### src/rtl/bsg_pkg.sv
package bsg_pkg;

  localparam int MaxRanks   = 64;
  localparam int RankW      = 6;
  localparam int GroupW     = 7;
  localparam int CountW     = 24;
  localparam int EsizeW     = 7;
  localparam int TotalW     = 31;
  localparam int AmountW    = 30;
  localparam int ProdW      = RankW + TotalW;
  localparam int DivW       = TotalW + 1;
  localparam int CfgIdxW    = 2;
  localparam int CfgDataW   = 31;

  localparam logic [TotalW-1:0] ShortReset = 31'd12288;
  localparam logic [TotalW-1:0] LongReset  = 31'd524288;
  localparam logic [GroupW-1:0] MinGrpReset = 7'd8;

  typedef enum logic [1:0] {
    OP_RECV = 2'd0,
    OP_SEND = 2'd1,
    OP_SENDRECV = 2'd2
  } op_kind_t;

  typedef enum logic [1:0] {
    ALG_TREE = 2'd0,
    ALG_DOUBLING = 2'd1,
    ALG_RING = 2'd2
  } alg_t;

  typedef enum logic [CfgIdxW-1:0] {
    CFG_SHORT = 2'd0,
    CFG_LONG = 2'd1,
    CFG_MIN_GROUP = 2'd2
  } cfg_idx_t;

  typedef struct packed {
    logic [1:0]         op_kind;
    logic [RankW-1:0]   send_peer;
    logic [RankW-1:0]   recv_peer;
    logic [AmountW-1:0] send_amount;
    logic [AmountW-1:0] recv_amount;
    logic [1:0]         algorithm;
    logic               last;
  } op_t;

  // Bytes of a block at byte offset off, capped at cap, floored at zero.
  function automatic logic [TotalW-1:0] piece(input logic [ProdW-1:0] off,
                                               input logic [TotalW-1:0] total,
                                               input logic [ProdW-1:0] cap);
    logic [ProdW-1:0] rest;
    rest = {{(ProdW-TotalW){1'b0}}, total} - off;
    if (off >= {{(ProdW-TotalW){1'b0}}, total}) begin
      piece = '0;
    end else if (rest < cap) begin
      piece = rest[TotalW-1:0];
    end else begin
      piece = cap[TotalW-1:0];
    end
  endfunction

  function automatic logic [AmountW-1:0] sat_amount(input logic [TotalW-1:0] v);
    sat_amount = v[TotalW-1] ? {AmountW{1'b1}} : v[AmountW-1:0];
  endfunction

endpackage

### src/rtl/bsg_if.sv
interface bsg_req_if;
  logic                       valid;
  logic                       ready;
  logic [bsg_pkg::RankW-1:0]  my_rank;
  logic [bsg_pkg::RankW-1:0]  root_rank;
  logic [bsg_pkg::GroupW-1:0] group_size;
  logic [bsg_pkg::CountW-1:0] elem_count;
  logic [bsg_pkg::EsizeW-1:0] elem_bytes;
  modport source (output valid, my_rank, root_rank, group_size, elem_count, elem_bytes,
                  input ready);
  modport sink (input valid, my_rank, root_rank, group_size, elem_count, elem_bytes,
                output ready);
endinterface

interface bsg_op_if;
  logic                        valid;
  logic                        ready;
  logic [1:0]                  op_kind;
  logic [bsg_pkg::RankW-1:0]   send_peer;
  logic [bsg_pkg::RankW-1:0]   recv_peer;
  logic [bsg_pkg::AmountW-1:0] send_amount;
  logic [bsg_pkg::AmountW-1:0] recv_amount;
  logic [1:0]                  algorithm;
  logic                        last;
  modport source (output valid, op_kind, send_peer, recv_peer, send_amount, recv_amount,
                  algorithm, last, input ready);
  modport sink (input valid, op_kind, send_peer, recv_peer, send_amount, recv_amount,
                algorithm, last, output ready);
endinterface

### src/rtl/bcast_schedule_generator_unit.sv
// Tree requests: checks and selection in S_CHK and S_SEL, then the first word leaves, followed
// by at most one word a cycle while the receiver keeps up.
// Allgather requests: the same checks and selection, a restoring division by the group size, then
// states S_DBL_M/S_DBL_E per doubling word and S_RING_M0/M1/E per ring word, via one shared multiplier.
// One request at a time; ready returns in the cycle after the last word moves to the output.
// Reset (synchronous, rst_n low) empties the pipeline and restores the threshold registers.
module bcast_schedule_generator_unit (
  input  logic                           clk,
  input  logic                           rst_n,
  bsg_req_if.sink                        in_req,
  bsg_op_if.source                       out_op,
  input  logic                           cfg_we,
  input  logic [bsg_pkg::CfgIdxW-1:0]    cfg_index,
  input  logic [bsg_pkg::CfgDataW-1:0]   cfg_data
);
  import bsg_pkg::*;

  typedef enum logic [3:0] {
    S_IDLE, S_CHK, S_SEL, S_TREE, S_DIV, S_DBL_INIT, S_DBL_H, S_DBL_M, S_DBL_E,
    S_RING_M0, S_RING_M1, S_RING_E, S_FLUSH
  } state_t;

  state_t state_r;

  logic [TotalW-1:0] short_r, long_r;
  logic [GroupW-1:0] min_grp_r;

  // Latched request.
  logic [RankW-1:0]  me_r, root_r;
  logic [GroupW-1:0] n_r;
  logic [CountW-1:0] count_r;
  logic [EsizeW-1:0] esize_r;

  logic [TotalW-1:0] total_r;
  logic [RankW-1:0]  rel_r;
  logic              bad_r;
  alg_t              alg_r;

  logic [GroupW-1:0] mask_r;
  logic [DivW-1:0]   d_r;
  logic [GroupW-1:0] rem_r;
  logic [4:0]        div_cnt_r;
  logic [TotalW-1:0] s_r;
  logic [ProdW-1:0]  prod_r;
  logic [ProdW-1:0]  cap_r;
  logic [TotalW-1:0] held_r;
  logic [TotalW-1:0] pa_r;
  logic [RankW-1:0]  rj_r;
  logic [GroupW-1:0] step_r;

  // Two-deep staging: hold_r keeps the newest word so that the final one can be tagged.
  op_t  hold_r, out_r, cand;
  logic hold_v_r, out_v_r;
  logic out_free, can_push, cand_push;

  // Combinational helpers.
  logic [GroupW:0]   rel_sum, rel_full;
  logic [RankW-1:0]  lowbit;
  logic [GroupW-1:0] top_mask;
  logic [GroupW:0]   src_sum, dst_sum, droot_sum;
  logic [RankW-1:0]  src_rank, dst_rank, dbl_peer;
  logic [RankW-1:0]  rdst, droot, rjn, mul_a;
  logic [ProdW-1:0]  mul_p;
  logic [TotalW-1:0] piece_v, posted;
  logic [RankW-1:0]  left_rank, right_rank;
  logic [GroupW:0]   div_t;
  logic              div_ge;
  logic [GroupW-1:0] n_m1;
  logic [TotalW-1:0] tree_amt;

  assign out_free = !out_v_r || out_op.ready;
  assign can_push = !hold_v_r || out_free;
  assign in_req.ready = (state_r == S_IDLE);

  always_comb begin
    // Rank relative to the root, reduced modulo the group size.
    rel_sum  = {2'b00, me_r} + {1'b0, n_r} - {2'b00, root_r};
    rel_full = (rel_sum >= {1'b0, n_r}) ? rel_sum - {1'b0, n_r} : rel_sum;
    lowbit   = rel_r & (~rel_r + 6'd1);
    n_m1     = n_r - 7'd1;
    top_mask = '0;
    for (int b = 0; b < GroupW; b++) begin
      if (n_m1[b]) top_mask = 7'd1 << b;
    end
    // Parent in the tree: me - lowbit, wrapped.
    src_sum  = {2'b00, me_r} + {1'b0, n_r} - {2'b00, lowbit};
    src_rank = (src_sum >= {1'b0, n_r}) ? 6'(src_sum - {1'b0, n_r}) : src_sum[RankW-1:0];
    // Child in the tree: me + mask, wrapped.
    dst_sum  = {2'b00, me_r} + {1'b0, mask_r};
    dst_rank = (dst_sum >= {1'b0, n_r}) ? 6'(dst_sum - {1'b0, n_r}) : dst_sum[RankW-1:0];
    // Doubling partner and the root of its subtree.
    rdst      = rel_r ^ mask_r[RankW-1:0];
    droot     = rdst & ~(mask_r[RankW-1:0] - 6'd1);
    droot_sum = {2'b00, rdst} + {2'b00, root_r};
    dbl_peer  = (droot_sum >= {1'b0, n_r}) ? 6'(droot_sum - {1'b0, n_r})
                                           : droot_sum[RankW-1:0];
    rjn        = (rj_r == 6'd0) ? n_m1[RankW-1:0] : rj_r - 6'd1;
    left_rank  = (me_r == 6'd0) ? n_m1[RankW-1:0] : me_r - 6'd1;
    right_rank = ({1'b0, me_r} == n_m1) ? 6'd0 : me_r + 6'd1;

    case (state_r)
      S_DBL_INIT: mul_a = rel_r;
      S_DBL_M:    mul_a = droot;
      S_RING_M0:  mul_a = rj_r;
      S_RING_M1:  mul_a = rjn;
      default:    mul_a = '0;
    endcase
    mul_p = {{TotalW{1'b0}}, mul_a} * {{RankW{1'b0}}, s_r};

    piece_v = piece(prod_r, total_r, (state_r == S_DBL_E) ? cap_r
                                     : {{RankW{1'b0}}, s_r});
    posted  = (prod_r < {{RankW{1'b0}}, total_r}) ? 31'(({{RankW{1'b0}}, total_r}) - prod_r)
                                                 : '0;

    div_t  = {rem_r, d_r[DivW-1]};
    div_ge = div_t >= {1'b0, n_r};
    tree_amt = {{(TotalW-CountW){1'b0}}, count_r};

    cand = '0;
    cand_push = 1'b0;
    case (state_r)
      S_SEL: begin
        // The algorithm register is only loaded at the end of this cycle, so the tree
        // choice is tested directly here.
        if (!bad_r && (total_r < short_r || n_r < min_grp_r) && rel_r != 6'd0) begin
          cand_push = 1'b1;
          cand.op_kind = OP_RECV;
          cand.recv_peer = src_rank;
          cand.recv_amount = sat_amount(tree_amt);
          cand.algorithm = ALG_TREE;
        end
      end
      S_TREE: begin
        if (mask_r != '0 && ({2'b00, rel_r} + {1'b0, mask_r}) < {1'b0, n_r}) begin
          cand_push = 1'b1;
          cand.op_kind = OP_SEND;
          cand.send_peer = dst_rank;
          cand.send_amount = sat_amount(tree_amt);
          cand.algorithm = ALG_TREE;
        end
      end
      S_DBL_E: begin
        cand_push = 1'b1;
        cand.op_kind = OP_SENDRECV;
        cand.send_peer = dbl_peer;
        cand.recv_peer = dbl_peer;
        cand.send_amount = sat_amount(held_r);
        cand.recv_amount = sat_amount(posted);
        cand.algorithm = ALG_DOUBLING;
      end
      S_RING_E: begin
        cand_push = 1'b1;
        cand.op_kind = OP_SENDRECV;
        cand.send_peer = right_rank;
        cand.recv_peer = left_rank;
        cand.send_amount = sat_amount(pa_r);
        cand.recv_amount = sat_amount(piece_v);
        cand.algorithm = ALG_RING;
      end
      default: ;
    endcase
  end

  assign out_op.valid       = out_v_r;
  assign out_op.op_kind     = out_r.op_kind;
  assign out_op.send_peer   = out_r.send_peer;
  assign out_op.recv_peer   = out_r.recv_peer;
  assign out_op.send_amount = out_r.send_amount;
  assign out_op.recv_amount = out_r.recv_amount;
  assign out_op.algorithm   = out_r.algorithm;
  assign out_op.last        = out_r.last;

  always_ff @(posedge clk) begin
    if (!rst_n) begin
      state_r   <= S_IDLE;
      hold_v_r  <= 1'b0;
      out_v_r   <= 1'b0;
      short_r   <= ShortReset;
      long_r    <= LongReset;
      min_grp_r <= MinGrpReset;
    end else begin
      if (cfg_we) begin
        case (cfg_index)
          CFG_SHORT:     short_r <= cfg_data[TotalW-1:0];
          CFG_LONG:      long_r <= cfg_data[TotalW-1:0];
          CFG_MIN_GROUP: min_grp_r <= cfg_data[GroupW-1:0];
          default: ;
        endcase
      end

      // Output register and staging word.
      if (cand_push && can_push) begin
        hold_r   <= cand;
        hold_v_r <= 1'b1;
        if (hold_v_r) begin
          out_r   <= hold_r;
          out_v_r <= 1'b1;
        end else if (out_op.ready) begin
          out_v_r <= 1'b0;
        end
      end else if (state_r == S_FLUSH && hold_v_r && out_free) begin
        // The last flag is the lowest bit of the word.
        out_r    <= {hold_r[$bits(op_t)-1:1], 1'b1};
        out_v_r  <= 1'b1;
        hold_v_r <= 1'b0;
      end else if (out_op.ready) begin
        out_v_r <= 1'b0;
      end

      case (state_r)
        S_IDLE: begin
          if (in_req.valid) begin
            me_r    <= in_req.my_rank;
            root_r  <= in_req.root_rank;
            n_r     <= in_req.group_size;
            count_r <= in_req.elem_count;
            esize_r <= in_req.elem_bytes;
            state_r <= S_CHK;
          end
        end
        S_CHK: begin
          total_r <= TotalW'({7'd0, count_r} * {24'd0, esize_r});
          rel_r   <= rel_full[RankW-1:0];
          bad_r   <= (n_r == '0) || (n_r > 7'(MaxRanks)) || ({1'b0, me_r} >= n_r)
                     || ({1'b0, root_r} >= n_r);
          state_r <= S_SEL;
        end
        S_SEL: begin
          if (bad_r) begin
            state_r <= S_FLUSH;
          end else if (total_r < short_r || n_r < min_grp_r) begin
            alg_r   <= ALG_TREE;
            mask_r  <= (rel_r != 6'd0) ? {1'b0, lowbit >> 1} : top_mask;
            state_r <= S_TREE;
          end else if (n_r == 7'd1 || total_r == '0) begin
            state_r <= S_FLUSH;
          end else begin
            alg_r     <= (total_r < long_r && (n_r & n_m1) == '0) ? ALG_DOUBLING : ALG_RING;
            d_r       <= {1'b0, total_r} + {25'd0, n_m1};
            rem_r     <= '0;
            div_cnt_r <= '0;
            state_r   <= S_DIV;
          end
        end
        S_TREE: begin
          if (mask_r == '0) begin
            state_r <= S_FLUSH;
          end else if (!cand_push || can_push) begin
            mask_r <= mask_r >> 1;
          end
        end
        S_DIV: begin
          rem_r     <= div_ge ? 7'(div_t - {1'b0, n_r}) : div_t[GroupW-1:0];
          d_r       <= {d_r[DivW-2:0], div_ge};
          div_cnt_r <= div_cnt_r + 5'd1;
          if (div_cnt_r == 5'd31) begin
            s_r     <= {d_r[DivW-3:0], div_ge};
            state_r <= (alg_r == ALG_DOUBLING) ? S_DBL_INIT : S_RING_M0;
            rj_r    <= rel_r;
            step_r  <= 7'd1;
          end
        end
        S_DBL_INIT: begin
          prod_r  <= mul_p;
          state_r <= S_DBL_H;
        end
        S_DBL_H: begin
          held_r  <= piece_v;
          mask_r  <= 7'd1;
          cap_r   <= {{RankW{1'b0}}, s_r};
          state_r <= S_DBL_M;
        end
        S_DBL_M: begin
          prod_r  <= mul_p;
          state_r <= S_DBL_E;
        end
        S_DBL_E: begin
          if (can_push) begin
            held_r  <= held_r + piece_v;
            mask_r  <= mask_r << 1;
            cap_r   <= cap_r << 1;
            state_r <= ({mask_r, 1'b0} >= {1'b0, n_r}) ? S_FLUSH : S_DBL_M;
          end
        end
        S_RING_M0: begin
          prod_r  <= mul_p;
          state_r <= S_RING_M1;
        end
        S_RING_M1: begin
          pa_r    <= piece_v;
          prod_r  <= mul_p;
          state_r <= S_RING_E;
        end
        S_RING_E: begin
          if (can_push) begin
            rj_r    <= rjn;
            step_r  <= step_r + 7'd1;
            state_r <= (step_r == n_m1) ? S_FLUSH : S_RING_M0;
          end
        end
        S_FLUSH: begin
          if (!hold_v_r || out_free) state_r <= S_IDLE;
        end
        default: state_r <= S_IDLE;
      endcase
    end
  end

endmodule

### src/flat_wrapper.sv
// flat-port wrapper written by rule: the top's interface ports become plain ports
module bcast_schedule_generator_unit_flat import bsg_pkg::*;
  (clk, rst_n, cfg_we, cfg_index, cfg_data, in_req_valid, in_req_my_rank, in_req_root_rank, in_req_group_size, in_req_elem_count, in_req_elem_bytes, in_req_ready, out_op_valid, out_op_op_kind, out_op_send_peer, out_op_recv_peer, out_op_send_amount, out_op_recv_amount, out_op_algorithm, out_op_last, out_op_ready);
  bsg_req_if in_req_i ();
  bsg_op_if out_op_i ();
  input  logic clk;
  input  logic rst_n;
  input  logic cfg_we;
  input  logic [bsg_pkg::CfgIdxW-1:0] cfg_index;
  input  logic [bsg_pkg::CfgDataW-1:0] cfg_data;
  input wire logic [$bits(in_req_i.valid)-1:0] in_req_valid;
  input wire logic [$bits(in_req_i.my_rank)-1:0] in_req_my_rank;
  input wire logic [$bits(in_req_i.root_rank)-1:0] in_req_root_rank;
  input wire logic [$bits(in_req_i.group_size)-1:0] in_req_group_size;
  input wire logic [$bits(in_req_i.elem_count)-1:0] in_req_elem_count;
  input wire logic [$bits(in_req_i.elem_bytes)-1:0] in_req_elem_bytes;
  output wire logic [$bits(in_req_i.ready)-1:0] in_req_ready;
  output wire logic [$bits(out_op_i.valid)-1:0] out_op_valid;
  output wire logic [$bits(out_op_i.op_kind)-1:0] out_op_op_kind;
  output wire logic [$bits(out_op_i.send_peer)-1:0] out_op_send_peer;
  output wire logic [$bits(out_op_i.recv_peer)-1:0] out_op_recv_peer;
  output wire logic [$bits(out_op_i.send_amount)-1:0] out_op_send_amount;
  output wire logic [$bits(out_op_i.recv_amount)-1:0] out_op_recv_amount;
  output wire logic [$bits(out_op_i.algorithm)-1:0] out_op_algorithm;
  output wire logic [$bits(out_op_i.last)-1:0] out_op_last;
  input wire logic [$bits(out_op_i.ready)-1:0] out_op_ready;
  assign in_req_i.valid = in_req_valid;
  assign in_req_i.my_rank = in_req_my_rank;
  assign in_req_i.root_rank = in_req_root_rank;
  assign in_req_i.group_size = in_req_group_size;
  assign in_req_i.elem_count = in_req_elem_count;
  assign in_req_i.elem_bytes = in_req_elem_bytes;
  assign in_req_ready = in_req_i.ready;
  assign out_op_valid = out_op_i.valid;
  assign out_op_op_kind = out_op_i.op_kind;
  assign out_op_send_peer = out_op_i.send_peer;
  assign out_op_recv_peer = out_op_i.recv_peer;
  assign out_op_send_amount = out_op_i.send_amount;
  assign out_op_recv_amount = out_op_i.recv_amount;
  assign out_op_algorithm = out_op_i.algorithm;
  assign out_op_last = out_op_i.last;
  assign out_op_i.ready = out_op_ready;
  bcast_schedule_generator_unit u_core (.clk(clk), .rst_n(rst_n), .in_req(in_req_i), .out_op(out_op_i), .cfg_we(cfg_we), .cfg_index(cfg_index), .cfg_data(cfg_data));
endmodule
### config.mk
export PLATFORM = sky130hd
export DESIGN_NAME = bcast_schedule_generator_unit_flat
export DESIGN_NICKNAME = d
export VERILOG_FILES = /design/src/rtl/bsg_pkg.sv /design/src/rtl/bsg_if.sv /design/src/rtl/bcast_schedule_generator_unit.sv /design/src/flat_wrapper.sv
export SDC_FILE = /design/constraint.sdc
export NUM_CORES = 2
export LEC_CHECK = 0
export ABC_AREA = 1
export BUFFER_PORTS_ARGS = -buffer_cell sky130_fd_sc_hd__buf_2
export CAP_MARGIN = 20
export CORE_MARGIN = 8
export CORE_UTILIZATION = 64
export CTS_CLUSTER_SIZE = 10
export DETAILED_ROUTE_END_ITERATION = 7
export PLACE_DENSITY = 0.89
export SYNTH_ARGS = -nofsm -noshare
export SYNTH_HDL_FRONTEND = slang
export SYNTH_SLANG_ARGS = --single-unit
### constraint.sdc
create_clock -name clk -period 10.4 [get_ports clk]
set_clock_uncertainty 0.15 [all_clocks]
set_input_delay 2.6 -clock clk [delete_from_list [all_inputs] [get_ports clk]]
set_output_delay 2.6 -clock clk [all_outputs]
set_load 0.01 [all_outputs]
# Yosys cells after proc, flatten, opt, wreduce, memory -nomap -nowiden
# Cells that the tools add are included.
# totals
input_bits	88
regBits	549
out_inout_bits	79
# op_classes
n_mux	90
mul	2
reduce_logical	52
order_cmp	16
bitwise	7
add_sub_neg	22
eq_ne	33
# op_table
op	n
two-way mux 77 bit	3
case mux 30 bit (3 select lines)	2
two-way mux 7 bit	19
two-way mux 31 bit	4
two-way mux 30 bit	4
two-way mux 32 bit	3
two-way mux 37 bit	2
case mux 37 bit (2 select lines)	1
case mux 32 bit (2 select lines)	1
less-than comparator 31 bit	2
case mux 31 bit (2 select lines)	1
two-way mux 6 bit	10
case mux 4 bit (13 select lines)	1
two-way mux 4 bit	11
>= comparator 8 x 7 -> 1 bit	5
>= comparator 37 x 31 -> 1 bit	1
less-than comparator 37 x 31 -> 1 bit	1
less-than comparator 37 bit	1
multiplier 6 x 31 -> 37 bit	1
subtractor 31 x 37 -> 37 bit	1
case mux 6 bit (3 select lines)	2
adder 31 x 7 -> 32 bit	1
adder 31 bit	1
logical NOT 31 bit	1
66 further kinds	143

# Logic depth before layout (Yosys ltp)
# depth
ltp_word	12
ltp_mapped	42
mapped_depth_nobuf	41

# Least setup slack after synthesis
# Ideal clock, no wire load.
# synth_timing
path_kind	input -> register
from	input port out_op_ready
to	register u_core.cap_r[0] (enable)
arrival_time_ns	7.827
setup_slack_ns	1.827
path_stages	4
n_path_buf	0
path_cell_list	nor2_1 > nand2_1 > nor2_1 > a211oi_1
# synth_via
elab_chain_cells	4
# synth_rtl
item	line_no	source
start, declared	flat_wrapper.sv:26	input wire logic [$bits(out_op_i.ready)-1:0] out_op_ready;
logical OR 1 bit	bcast_schedule_generator_unit.sv:71	assign out_free = !out_v_r || out_op.ready;
logical OR 1 bit	bcast_schedule_generator_unit.sv:72	assign can_push = !hold_v_r || out_free;
!= test 2 x 1 -> 1 bit (no line)	--	
AND reduction 3 bit (no line)	--	
end signal, assigned	bcast_schedule_generator_unit.sv:270	cap_r <= {{RankW{1'b0}}, s_r};
end signal, assigned	bcast_schedule_generator_unit.sv:281	cap_r <= cap_r << 1;
end, declared	bcast_schedule_generator_unit.sv:45	logic [ProdW-1:0] cap_r;
# No other way between the ends.
# A chain may end at the register's enable or synchronous reset.

# Worst setup path in the final report
# layout_timing
from	register u_core.total_r[19]
to	register u_core.held_r[22], data pin
# layout_via
elab_chain_cells	7
elab_cells_between_ends	8
cone_classes	add/sub (2); order compare (2); mux (4)
# layout_rtl
item	line_no	source
start, declared	bcast_schedule_generator_unit.sv:34	logic [TotalW-1:0] total_r;
start signal, assigned	bcast_schedule_generator_unit.sv:222	total_r <= TotalW'({7'd0, count_r} * {24'd0, esize_r});
subtractor 31 x 37 -> 37 bit	bsg_pkg.sv:52	rest = {{(ProdW-TotalW){1'b0}}, total} - off;
less-than comparator 37 bit	bsg_pkg.sv:55	end else if (rest < cap) begin
two-way mux 31 bit	bsg_pkg.sv:55	
two-way mux 31 bit *	bsg_pkg.sv:53	if (off >= {{(ProdW-TotalW){1'b0}}, total}) begin
named net u_core.piece_v[0]	bcast_schedule_generator_unit.sv:64	logic [TotalW-1:0] piece_v, posted;
adder 31 bit *	bcast_schedule_generator_unit.sv:279	held_r <= held_r + piece_v;
two-way mux 31 bit *	bcast_schedule_generator_unit.sv:278	if (can_push) begin
case mux 31 bit (2 select lines) *	bcast_schedule_generator_unit.sv:210	case (state_r)
end signal, assigned	bcast_schedule_generator_unit.sv:268	held_r <= piece_v;
end signal, assigned	bcast_schedule_generator_unit.sv:279	
end, declared	bcast_schedule_generator_unit.sv:46	logic [TotalW-1:0] held_r;
# Mark *: on every way through the listed nets, which the timed path passes. The rest lies on a longest branch. The select of a mux whose other input is x is not followed.

==> results.yml <==
finish:
  syn_to_final_growth_pct: 8.31
  fill_cells: 5190
  drive_above_1_share: 0.0600
  fin_util: 0.699
  finalInstanceArea_mm2: 0.0479
  mostFrequentLayoutCell: "nand2_1"
  final_nets: 6187
  mostFrequentLayoutCells: "nand2_1, inv_1, edfxtp_1"
synth:
  ys_seq_elements: 549
  async_reset_ff_frac: 0
  synth_nets: 6065
  yosysSeqAreaShare: 0.355
  synthCells: 5358
  syn_area_mm2: 0.0443
  syn_avg_cell_area_um2: 8.26
  synth_edf_count: 474
  synth_cell_types: 57
  synth_flop_cell: "edfxtp_1"
  yosysWarnings: 0
route:
  avgViaCountPerCell: 6.05
  drc_errors: 0
  vias: 39000
  wl_per_cell_um: 20.7
  detail-route-antenna-nets: 0
  drtPass1Iterations: 8
  routed_wl_um: 134000
  drt_iter0_drc: 4485
min_path:
  hp-class: "flip-flop to flip-flop"
  min_from: "u_core.hold_r[72]"
cts:
  clock_path_buffers: 3
  cts.clk_slew.worst_paths_ps: 60
  insertion_delay_ps: 620
  root_buffer: "clkbuf_16"
  cts.sinks: 549
  holdBufCountCts: 0
  postCtsSetupBuffers: 0
  cts_resized: 0
  cts_tree: "done"
  cts_made_buffers: 68
  htreeDepth: 3
pwr:
  irDropWorstVdd_mv: 0.466
  powerDensity_mw_per_mm2: 296
  p_leak_uw: 0.0231
timing:
  slew_viol_final: 0
  min_period_over_period: 0.744
  slew_headroom: 0.250
  rsz0062_at_grt: "false"
  period_needed_ps: 7730
  fmaxAchievable_ghz: 0.129
  setup_violations: 0
  timing_hold_violations_final: 0
  fin_tns_setup_ps: 0
  worstMarginPinSlew_ps: 1120
place:
  dpl_cell_area_mm2: 0.0459
  gp_congestion: 1.04
  dp_hpwl_um: 102000
  port_buffers: 166
floorplanning:
  fp.dieH_um: 279
  die_width_um: 279
  top_level_ports: 167
  start_util: 0.645
  core_mm2: 0.0686
  die-area_mm2: 0.0778
  num_rows: 96
grt:
  grt_pass1_vias: 37900
  antenna_found_initial: 3
  overflow: 0
  grt_max_degree: 83
  grt_pass1_wl_um: 205000
  gr-usage-all-layers: 0.334
worst_setup_path:
  crit_end: "u_core.held_r[22]"
  cp_max_fo: 32
  r2r_cells: 31
  crit_top_cell: "nand2_1"
  slowest_delay_ps: 600
  timing.rr.end: "u_core.held_r[22]"
  endpoint_kind: "flip-flop"
  cp.depth: 31
  worstReg2RegStart: "u_core.total_r[19]"
  startpoint: "u_core.total_r[19]"
  path_class: "flip-flop to flip-flop"
  r2r_slack_ps: 2670
  cp.required_ps: 10590
  critical_path_arrival_ps: 7930
  critPathLaunchType: "flip-flop"
  worst-path-buf-inv: 4
  cp_top_family: "simple AND/OR/NAND/NOR gates"
  slowest_stage: "edfxtp_1"
job:
  drv_cap: 0
run_status:
  run_status: "finished, final reports clean"
==> power breakdown <==
part           internal (uW)  total [uW]  switching (uW)  leakage [uW]
Clock                   1230        2150             919      0.000942
Sequential              3020        3460             442       0.00495
Combinational           2920        8580            5660        0.0172
==> cell families after synthesis <==
| family | Yosys count | synth area share |
|---|---|---|
| XOR/XNOR | 164 | 0.0326 |
| AO/OA/AOI/OAI | 927 | 0.115 |
| buffers and inverters | 1080 | 0.0943 |
| flip-flops | 549 | 0.355 |
| adder cells (fa/ha/maj) | 619 | 0.216 |
| AND/OR/NAND/NOR | 2019 | 0.187 |
==> cell usage after synthesis, drive strengths merged (3+ instances only) <==
library cell	count	share of area
nor3b	3	0.00051
o2111ai	3	0.00059
o31ai	4	0.00068
nand3	203	0.023
ha	379	0.11
nor2	319	0.027
a21o	25	0.0042
o21a	19	0.0032
a31oi	34	0.0048
nor4	14	0.0020
o21bai	18	0.0031
a21boi	7	0.0012
buf	45	0.0062
xor2	111	0.022
xnor2	53	0.010
o211ai	40	0.0068
nand3b	14	0.0024
fa	240	0.11
nor3	52	0.0062
o22ai	4	0.00057
and2	3	0.00042
and3	4	0.00057
clkbuf	100	0.0088
a211oi	7	0.0012
edfxtp	474	0.32
inv	934	0.079
a21oi	346	0.039
dfxtp	75	0.034
nand2	1328	0.11
o221ai	10	0.0020
or2	16	0.0023
a221oi	5	0.00099
o21ai	396	0.045
nand4	62	0.0088
==> final cells by class <==
cell class              count  area (um2)  share of cell area
flip-flops and latches    549       15700               0.328
multi-input cells        3729       24400               0.510
repair buffers            197        1160              0.0242
well taps                 931        1160              0.0243
diodes                      1        2.50           0.0000522
inverters                 935        3510              0.0733
clock inverters            14         134             0.00279
clock buffers              93        1810              0.0377
==> per-stage QoR <==
step | total power [uW] | cells | hold slack, ps | worst slack (ps)
after global placement | 11500 | 6334 | 251 | 2960
final | 14200 | 6449 | 263 | 2670
after global routing | 15100 | 6448 | 270 | 2390
after floorplan | 9230 | 5358 | 250 | 1830
after detailed placement | 11700 | 6335 | 255 | 2760
after CTS | 13900 | 6442 | 265 | 2720
==> layer usage <==
layer | global-route usage | vias to the layer above | routed length, um
met4 | 0.180 | 4 | 8340
met5 | 0 | - | 35
met1 | 0.410 | 18300 | 48400
met3 | 0.0824 | 553 | 15600
met2 | 0.542 | 2381 | 61100
li1 | - | 17800 | -
==> sequential cells by signal (all words and copies together), names as in the netlist, 24 cells and up <==
| register | cells |
|---|---|
| u_core.cap_r | 37 |
| u_core.out_op.send_amount | 30 |
| u_core.s_r | 31 |
| u_core.total_r | 31 |
| u_core.held_r | 31 |
| u_core.out_op.recv_amount | 30 |
| u_core.hold_r | 76 |
| u_core.short_r | 31 |
| u_core.d_r | 32 |
| u_core.long_r | 31 |
| u_core.prod_r | 37 |
| u_core.count_r | 24 |
| u_core.pa_r | 31 |
==> worst min path at each step <==
stage	endpoint	slack [ps]	cells past startpoint
after floorplan	u_core.out_op.algorithm[0]	250	0
after global placement	u_core.out_op.send_peer[0]	250	0
after detailed placement	u_core.out_op.recv_amount[28]	250	0
after CTS	u_core.out_op.send_amount[10]	270	0
after global routing	u_core.out_op.recv_amount[10]	270	0
final	u_core.out_op.send_peer[3]	260	0
Power figures use the tool's default switching activity.
